===== src/load_cell_adc_reader_median3_macros.svh =====
// Assertion macros used by the core block of the load cell reader.
`ifndef LOAD_CELL_ADC_READER_MEDIAN3_MACROS_SVH
`define LOAD_CELL_ADC_READER_MEDIAN3_MACROS_SVH

// Same-cycle implication, checked at every rising edge outside reset.
`define LCR_ASSERT_NOW(label, ante, cons) \
  label: assert property (@(posedge clk) disable iff (rst) (ante) |-> (cons)) \
    else $error("lcr assertion failed");

// Next-cycle implication, checked at every rising edge outside reset.
`define LCR_ASSERT_NEXT(label, ante, cons) \
  label: assert property (@(posedge clk) disable iff (rst) (ante) |=> (cons)) \
    else $error("lcr assertion failed");

`endif


===== src/lcr_pkg.sv =====
package lcr_pkg;

  localparam int TIMER_W = 20;
  localparam int CFG_W = 20;
  localparam int CFG_IDX_W = 1;
  localparam int SAMPLE_W = 24;
  localparam int GAIN_W = 5;
  localparam int DATA_BITS = 24;
  localparam int NUM_ATTEMPTS = 3;
  localparam int LIM_W = (TIMER_W > CFG_W) ? TIMER_W : CFG_W;

  localparam logic [TIMER_W-1:0] TIMER_MAX = '1;
  localparam logic [CFG_W-1:0] TIMEOUT_RESET = CFG_W'(100000);
  localparam logic [CFG_W-1:0] GAP_RESET = CFG_W'(15000);
  localparam logic [GAIN_W-1:0] PULSE_TOTAL_RESET = GAIN_W'(25);
  localparam logic [GAIN_W-1:0] MIN_PULSES = GAIN_W'(DATA_BITS);

  localparam logic [CFG_IDX_W-1:0] REG_READY_TIMEOUT = 1'b0;
  localparam logic [CFG_IDX_W-1:0] REG_GAP = 1'b1;

  typedef struct packed {
    logic              start_req;
    logic [GAIN_W-1:0] gain_pulses;
    logic              dout;
  } lcr_item_t;

  typedef struct packed {
    logic                       sck;
    logic                       busy_res;
    logic                       done_res;
    logic                       fail;
    logic signed [SAMPLE_W-1:0] value;
    logic [1:0]                 samples_used;
  } lcr_res_t;

  typedef struct packed {
    logic [CFG_W-1:0] ready_timeout_ticks;
    logic [CFG_W-1:0] gap_ticks;
  } lcr_cfg_t;

  function automatic logic [TIMER_W-1:0] clamp_limit(input logic [CFG_W-1:0] v);
    logic [TIMER_W-1:0] r;
    if (LIM_W'(v) > LIM_W'(TIMER_MAX)) begin
      r = TIMER_MAX;
    end else begin
      r = TIMER_W'(v);
    end
    return r;
  endfunction

  function automatic logic [TIMER_W-1:0] tick_up(input logic [TIMER_W-1:0] t);
    logic [TIMER_W-1:0] r;
    if (t < TIMER_MAX) begin
      r = t + TIMER_W'(1);
    end else begin
      r = t;
    end
    return r;
  endfunction

endpackage


===== src/lcr_median.sv =====
module lcr_median
  import lcr_pkg::*;
(
  input  logic signed [SAMPLE_W-1:0] s0,
  input  logic signed [SAMPLE_W-1:0] s1,
  input  logic signed [SAMPLE_W-1:0] s2,
  input  logic [1:0]                 count,
  output logic signed [SAMPLE_W-1:0] value
);

  logic signed [SAMPLE_W-1:0] lo01;
  logic signed [SAMPLE_W-1:0] hi01;
  logic signed [SAMPLE_W-1:0] mid;
  logic signed [SAMPLE_W-1:0] med;

  always_comb begin
    lo01 = (s0 > s1) ? s1 : s0;
    hi01 = (s0 > s1) ? s0 : s1;
    mid = (hi01 > s2) ? s2 : hi01;
    med = (lo01 > mid) ? lo01 : mid;
    case (count)
      2'd0: value = '0;
      2'd1: value = s0;
      2'd2: value = hi01;
      default: value = med;
    endcase
  end

endmodule


===== src/lcr_core.sv =====
`include "load_cell_adc_reader_median3_macros.svh"

module lcr_core
  import lcr_pkg::*;
(
  input  logic      clk,
  input  logic      rst,
  input  logic      adv,
  input  lcr_item_t item,
  input  lcr_cfg_t  cfg,
  output lcr_res_t  res
);

  typedef enum logic [2:0] {
    PH_IDLE = 3'd0,
    PH_WAIT = 3'd1,
    PH_HIGH = 3'd2,
    PH_LOW  = 3'd3,
    PH_GAP  = 3'd4
  } phase_t;

  phase_t             phase, phase_next;
  logic [TIMER_W-1:0] tick_count, tick_count_next;
  logic [GAIN_W-1:0]  pulse_index, pulse_index_next;
  logic [GAIN_W-1:0]  pulse_total, pulse_total_next;
  logic [SAMPLE_W-1:0] shift_word, shift_word_next;
  logic [1:0]         attempt_index, attempt_index_next;
  logic [1:0]         good_count, good_count_next;
  logic signed [SAMPLE_W-1:0] good_samples [NUM_ATTEMPTS];
  logic               sample_we;
  logic [GAIN_W-1:0]  pulse_inc;
  logic [TIMER_W-1:0] tick_inc;
  logic signed [SAMPLE_W-1:0] median;

  lcr_median u_median (
    .s0    (good_samples[0]),
    .s1    (good_samples[1]),
    .s2    (good_samples[2]),
    .count (good_count),
    .value (median)
  );

  always_comb begin
    phase_next = phase;
    tick_count_next = tick_count;
    pulse_index_next = pulse_index;
    pulse_total_next = pulse_total;
    shift_word_next = shift_word;
    attempt_index_next = attempt_index;
    good_count_next = good_count;
    sample_we = 1'b0;
    pulse_inc = pulse_index + GAIN_W'(1);
    tick_inc = tick_up(tick_count);
    res = '0;
    case (phase)
      PH_WAIT: begin
        if (!item.dout) begin
          pulse_index_next = '0;
          shift_word_next = '0;
          phase_next = PH_HIGH;
        end else if (tick_inc >= clamp_limit(cfg.ready_timeout_ticks)) begin
          phase_next = PH_GAP;
          tick_count_next = '0;
        end else begin
          tick_count_next = tick_inc;
        end
      end
      PH_HIGH: begin
        res.sck = 1'b1;
        phase_next = PH_LOW;
      end
      PH_LOW: begin
        if (pulse_index < MIN_PULSES) begin
          shift_word_next = {shift_word[SAMPLE_W-2:0], item.dout};
        end
        pulse_index_next = pulse_inc;
        if (pulse_inc >= pulse_total || pulse_inc == '0) begin
          if (good_count < 2'(NUM_ATTEMPTS)) begin
            sample_we = 1'b1;
            good_count_next = good_count + 2'd1;
          end
          phase_next = PH_GAP;
          tick_count_next = '0;
        end else begin
          phase_next = PH_HIGH;
        end
      end
      PH_GAP: begin
        if (tick_count >= clamp_limit(cfg.gap_ticks)) begin
          if (attempt_index >= 2'(NUM_ATTEMPTS - 1)) begin
            res.done_res = 1'b1;
            res.samples_used = good_count;
            res.fail = (good_count == 2'd0);
            res.value = median;
            phase_next = PH_IDLE;
            attempt_index_next = '0;
          end else begin
            attempt_index_next = attempt_index + 2'd1;
            phase_next = PH_WAIT;
            tick_count_next = '0;
          end
        end else begin
          tick_count_next = tick_inc;
        end
      end
      default: begin
        phase_next = PH_IDLE;
        if (item.start_req) begin
          pulse_total_next = (item.gain_pulses < MIN_PULSES) ? MIN_PULSES
                                                             : item.gain_pulses;
          attempt_index_next = '0;
          good_count_next = '0;
          tick_count_next = '0;
          pulse_index_next = '0;
          shift_word_next = '0;
          phase_next = PH_WAIT;
        end
      end
    endcase
    res.busy_res = (phase_next != PH_IDLE);
  end

  always_ff @(posedge clk) begin
    if (rst) begin
      phase <= PH_IDLE;
      tick_count <= '0;
      pulse_index <= '0;
      pulse_total <= PULSE_TOTAL_RESET;
      shift_word <= '0;
      attempt_index <= '0;
      good_count <= '0;
    end else if (adv) begin
      phase <= phase_next;
      tick_count <= tick_count_next;
      pulse_index <= pulse_index_next;
      pulse_total <= pulse_total_next;
      shift_word <= shift_word_next;
      attempt_index <= attempt_index_next;
      good_count <= good_count_next;
    end
  end

  always_ff @(posedge clk) begin
    if (adv && sample_we) begin
      good_samples[good_count] <= shift_word_next;
    end
  end

  `LCR_ASSERT_NEXT(a_hold_when_stalled, !adv, $stable(phase) && $stable(tick_count))
  `LCR_ASSERT_NEXT(a_done_goes_idle, adv && res.done_res, phase == PH_IDLE)
  `LCR_ASSERT_NOW(a_fail_is_empty, res.fail, res.samples_used == 2'd0 && res.value == '0)
  `LCR_ASSERT_NOW(a_attempt_range, 1'b1, attempt_index != 2'd3)
  `LCR_ASSERT_NOW(a_pulse_total_range, 1'b1, pulse_total >= MIN_PULSES)

endmodule


===== config.mk =====
export PLATFORM = sky130hd
export DESIGN_NAME = lcr_core
export DESIGN_NICKNAME = d
export VERILOG_FILES = /design/src/lcr_pkg.sv /design/src/lcr_median.sv /design/src/lcr_core.sv
export VERILOG_INCLUDE_DIRS = /design/src /design/src/src
export SDC_FILE = /design/constraint.sdc
export NUM_CORES = 1
export LEC_CHECK = 0
export BUFFER_PORTS_ARGS = -buffer_cell sky130_fd_sc_hd__buf_2
export CAP_MARGIN = 20
export CORE_AREA = 2 2 111 194
export CTS_BUF_LIST = sky130_fd_sc_hd__clkbuf_4
export DETAILED_ROUTE_END_ITERATION = 7
export DIE_AREA = 0 0 113 196
export PLACE_DENSITY = 0.7
export SLEW_MARGIN = 20
export SYNTH_ARGS = -nofsm -noshare
export SYNTH_HDL_FRONTEND = slang
export SYNTH_HIERARCHICAL = 1
export SYNTH_SLANG_ARGS = --single-unit
export TNS_END_PERCENT = 20

===== constraint.sdc =====
create_clock -name clk -period 7.4 [get_ports clk]
set_input_delay 0.74 -clock clk [delete_from_list [all_inputs] [get_ports clk]]
set_output_delay 0.74 -clock clk [all_outputs]
set_load 0.05 [all_outputs]

==> run summary <==
The final cell utilization of the core came out at 65.9%. The run gives 0.0207 mm² as the core box area. Counting instances in the post-synthesis netlist gives the leading cell types as 124 x ha_1, 110 x o21ai_0, 100 x inv_1.

Count of standard-cell rows: 70. After the first detailed-routing iteration, the DRC count stood at 898. The distinct cell type count after synthesis was 80; the vias per cell was 6.06. The most used flip-flop cell after synthesis is edfxtp_1. The clock passes through at most 3 buffers. The number of routed nets with antenna violations is 0, and the area share of the largest cell type after synthesis is 21.2%. The number of top-level pins was 80; the number of I/O port buffers was 79. The signal arrival time at the worst endpoint is 7730 ps, and the final routed wire length divided by cell count is 19.0 µm.

The cell leakage power came out at 6.33 nW. By startpoint and endpoint, the worst setup path is classified as flip-flop to output port. Counting flops and latches in the post-synthesis netlist gives 133. Largest net degree at the start of global routing: 45. After routing the design area is 0.0136 mm².

Data on the critical path is required at its endpoint by 6660 ps. The remaining global-route overflow came out at 0. The count of final hold-check violations is 0.

Of the cells placed in the final design, the portion with a size suffix greater than 1 is 30.9%. The first TritonRoute pass finished after 7 iterations. Number of cells on the worst hold path: 1. After the last flow step, the layout net total stands at 1,599. STA classifies the critical path startpoint as a flip-flop.

The post-route clock skew is 43.5 ps. TritonCTS built the clock tree. The run gives 0 as the number of max-slew violations in the final report. The run gives 1,165 as the number of cells produced by synthesis. Detailed placement ended at an HPWL of 22,700 µm. The floorplan step defined a die boundary enclosing 0.0221 mm². The initial utilization of the core area, before any placement, comes to 49.3%.

The shortest period the worst path allows is 8470 ps. The worst pin sits at a relative slew slack of 25.5%. Sorting the synthesized cells by area gives the leading types as edfxtp_1 21%, ha_1 15%, dfxtp_1 12%. The kind of end point of the critical path is an output port. In this run the clock root is driven by a clkbuf_4.

The number of antenna violations at the first check in global routing was 1. The die is 196 µm tall. Max-cap violations in this run came to 0. The least setup slack across all paths after layout is -1070 ps, and the average footprint of a synthesized cell is 8.76 µm².

On the critical path, the stage with the largest delay is an instance of edfxtp_1. The post-synthesis instance area was 0.0102 mm²; the clock latency reported for the late side of the worst-skew pair was 560 ps. The number of nets in the synthesized netlist is 1,339. The tools report the total design power as 1.33 mW. The delay of the slowest cell on the worst path came out at 420 ps.

The run gives 24 as the number of endpoints failing setup at the final stage. Clock input transition at the sequential cells of the worst setup and hold paths: 120 ps. Power spread over the standard cell area amounts to 97.5 mW/mm². For the wire length of the first global-routing pass, the log shows 49,200 µm. The total routed wirelength was 32,000 µm.

Setup repair after global routing could not meet its margin everywhere. After detailed routing, the number of remaining DRC violations is 5. Worst reg-to-reg path cell count: 14. Counting flops with an async set or reset pin after synthesis yields a share of 0%. The most frequent cell after synthesis is ha_1.

Worst-path maximum fanout: 8. During synthesis, Yosys emitted a total of 6 warnings. The logs give 0.924 for the placer's final routability congestion estimate and 118 MHz for the maximum clock frequency. For the pin with the worst max-slew slack, the measured transition is 1120 ps. The deepest level of the CTS H-tree is 4, and the die boundary width is 113 µm. The TritonCTS sink count is 133, and the period utilization is 114%. Final hold analysis gives a worst-case slack of 452 ps.

Fill cells in the final layout number 1,660. For the cell area after placement, the log shows 0.0120 mm². The checks that failed: design-rule violations, negative setup slack. The flow ran to the end, but the final reports show violations.

Relative to the synthesized area, the layout overhead comes to 33.5%. The class of the worst hold path was flip-flop to flip-flop. For this run, the register share of the synthesized area comes to 33.2%. The synthesized design spends more area on one cell type than any other, namely edfxtp_1. In this run, synthesis inferred 72 flip-flops with an integrated enable.

The total routing resource utilization after global routing was 27.8%; the via count of the routed design was 10,200. Clock tree synthesis inserted a total of 25 buffers. Via count of the first global-routing pass: 9,961. IR analysis of the VDD net gives a maximum drop of 0.0848 mV.
[where the power goes]
group	internal, mW	switching, mW	total, mW	leakage, nW
Sequential	0.771	0.00417	0.775	1.08
Clock	0.213	0.239	0.452	0.156
Combinational	0.0385	0.0614	0.0999	5.09
[cell type report]
type	instances	area, µm²	area share (%)
Sequential cell	133	3380	24.8
Multi-Input combinational cell	875	6820	50.1
Antenna cell	1	2.50	0.0184
Inverter	100	375	2.76
Clock inverter	5	48.8	0.358
Tap cell	252	315	2.32
Clock buffer	28	210	1.54
Timing Repair Buffer	290	2460	18.1
[worst paths after layout]
check / slack [ps] / end / from
hold reg to reg: 450 / pulse_total[3]$_SDFFE_PP1P_ / pulse_total[3]$_SDFFE_PP1P_
hold / removal: 450 / pulse_total[3]$_SDFFE_PP1P_ / pulse_total[3]$_SDFFE_PP1P_
setup / recovery: -1070 / res[20] / good_samples[0][17]$_DFFE_PP_
setup reg to reg: 2350 / tick_count[1]$_SDFFE_PP0P_ / tick_count[3]$_SDFFE_PP0P_
[stage by stage]
stage,setup WS [ps],std cells,TNS (ps)
2_1_floorplan,-51.3,1165,-670
3_5_place_dp,-828,1601,-17490
6_report,-1070,1684,-23710
3_3_place_gp,-719,1600,-14830
5_1_grt,-1360,1684,-30560
4_1_cts,-709,1676,-15770
[sequential cells by signal, indices dropped and copies added, names as in the netlist]
register / cells
attempt_index: 2
shift_word: 24
pulse_total: 5
good_samples: 72
tick_count: 20
good_count: 2
phase: 3
pulse_index: 5
[layout by cell type (no fill, tap or decap), types with 48 or more instances in the layout]
cell      instances
o21ai_0          71
nor2_1           61
ha_1            113
buf_2            55
inv_1            99
a21oi_1          48
dfxtp_1          61
buf_4           176
nand2_1          91
edfxtp_1         72
[critical path: cells and delay by family, from the launching register on]
kind | cells | cell delay [ps]
AOI/OAI and AO/OA | 11 | 2260
and+or+nand+nor | 11 | 2150
buffers and inverters | 9 | 1440
adders and majority gates | 3 | 900
DFF | 1 | 420
[layer usage]
| layer | vias up | GRT usage (%) | part of all wire [%] |
|---|---|---|---|
| met5 | - | 0 | 0 |
| met2 | 398 | 52.1 | 53 |
| met4 | 0 | 19.0 | 7.0 |
| met1 | 4804 | 28.0 | 36 |
| li1 | 4884 | - | - |
| met3 | 127 | 3.12 | 4.8 |
[cells by family (layout without fill, tap and decap cells)]
group | Yosys count | count (layout) | synth area share, %
buf+inv | 162 | 423 | 6.35
simple gates | 358 | 360 | 18.1
compound gates | 339 | 342 | 22.6
xor+xnor | 21 | 21 | 1.80
mux | 28 | 28 | 2.77
flops | 133 | 133 | 33.2
other cells | 0 | 1 | 0
fa+ha+maj | 124 | 124 | 15.2
[timing repair]
action,CTS,global route
hold buffers,0,0
gates resized for setup,155,58
cloned,11,1
pin swaps,48,45
setup endpoints to repair,24,24
setup buffers,31,6
Power figures use the tool's default switching activity.
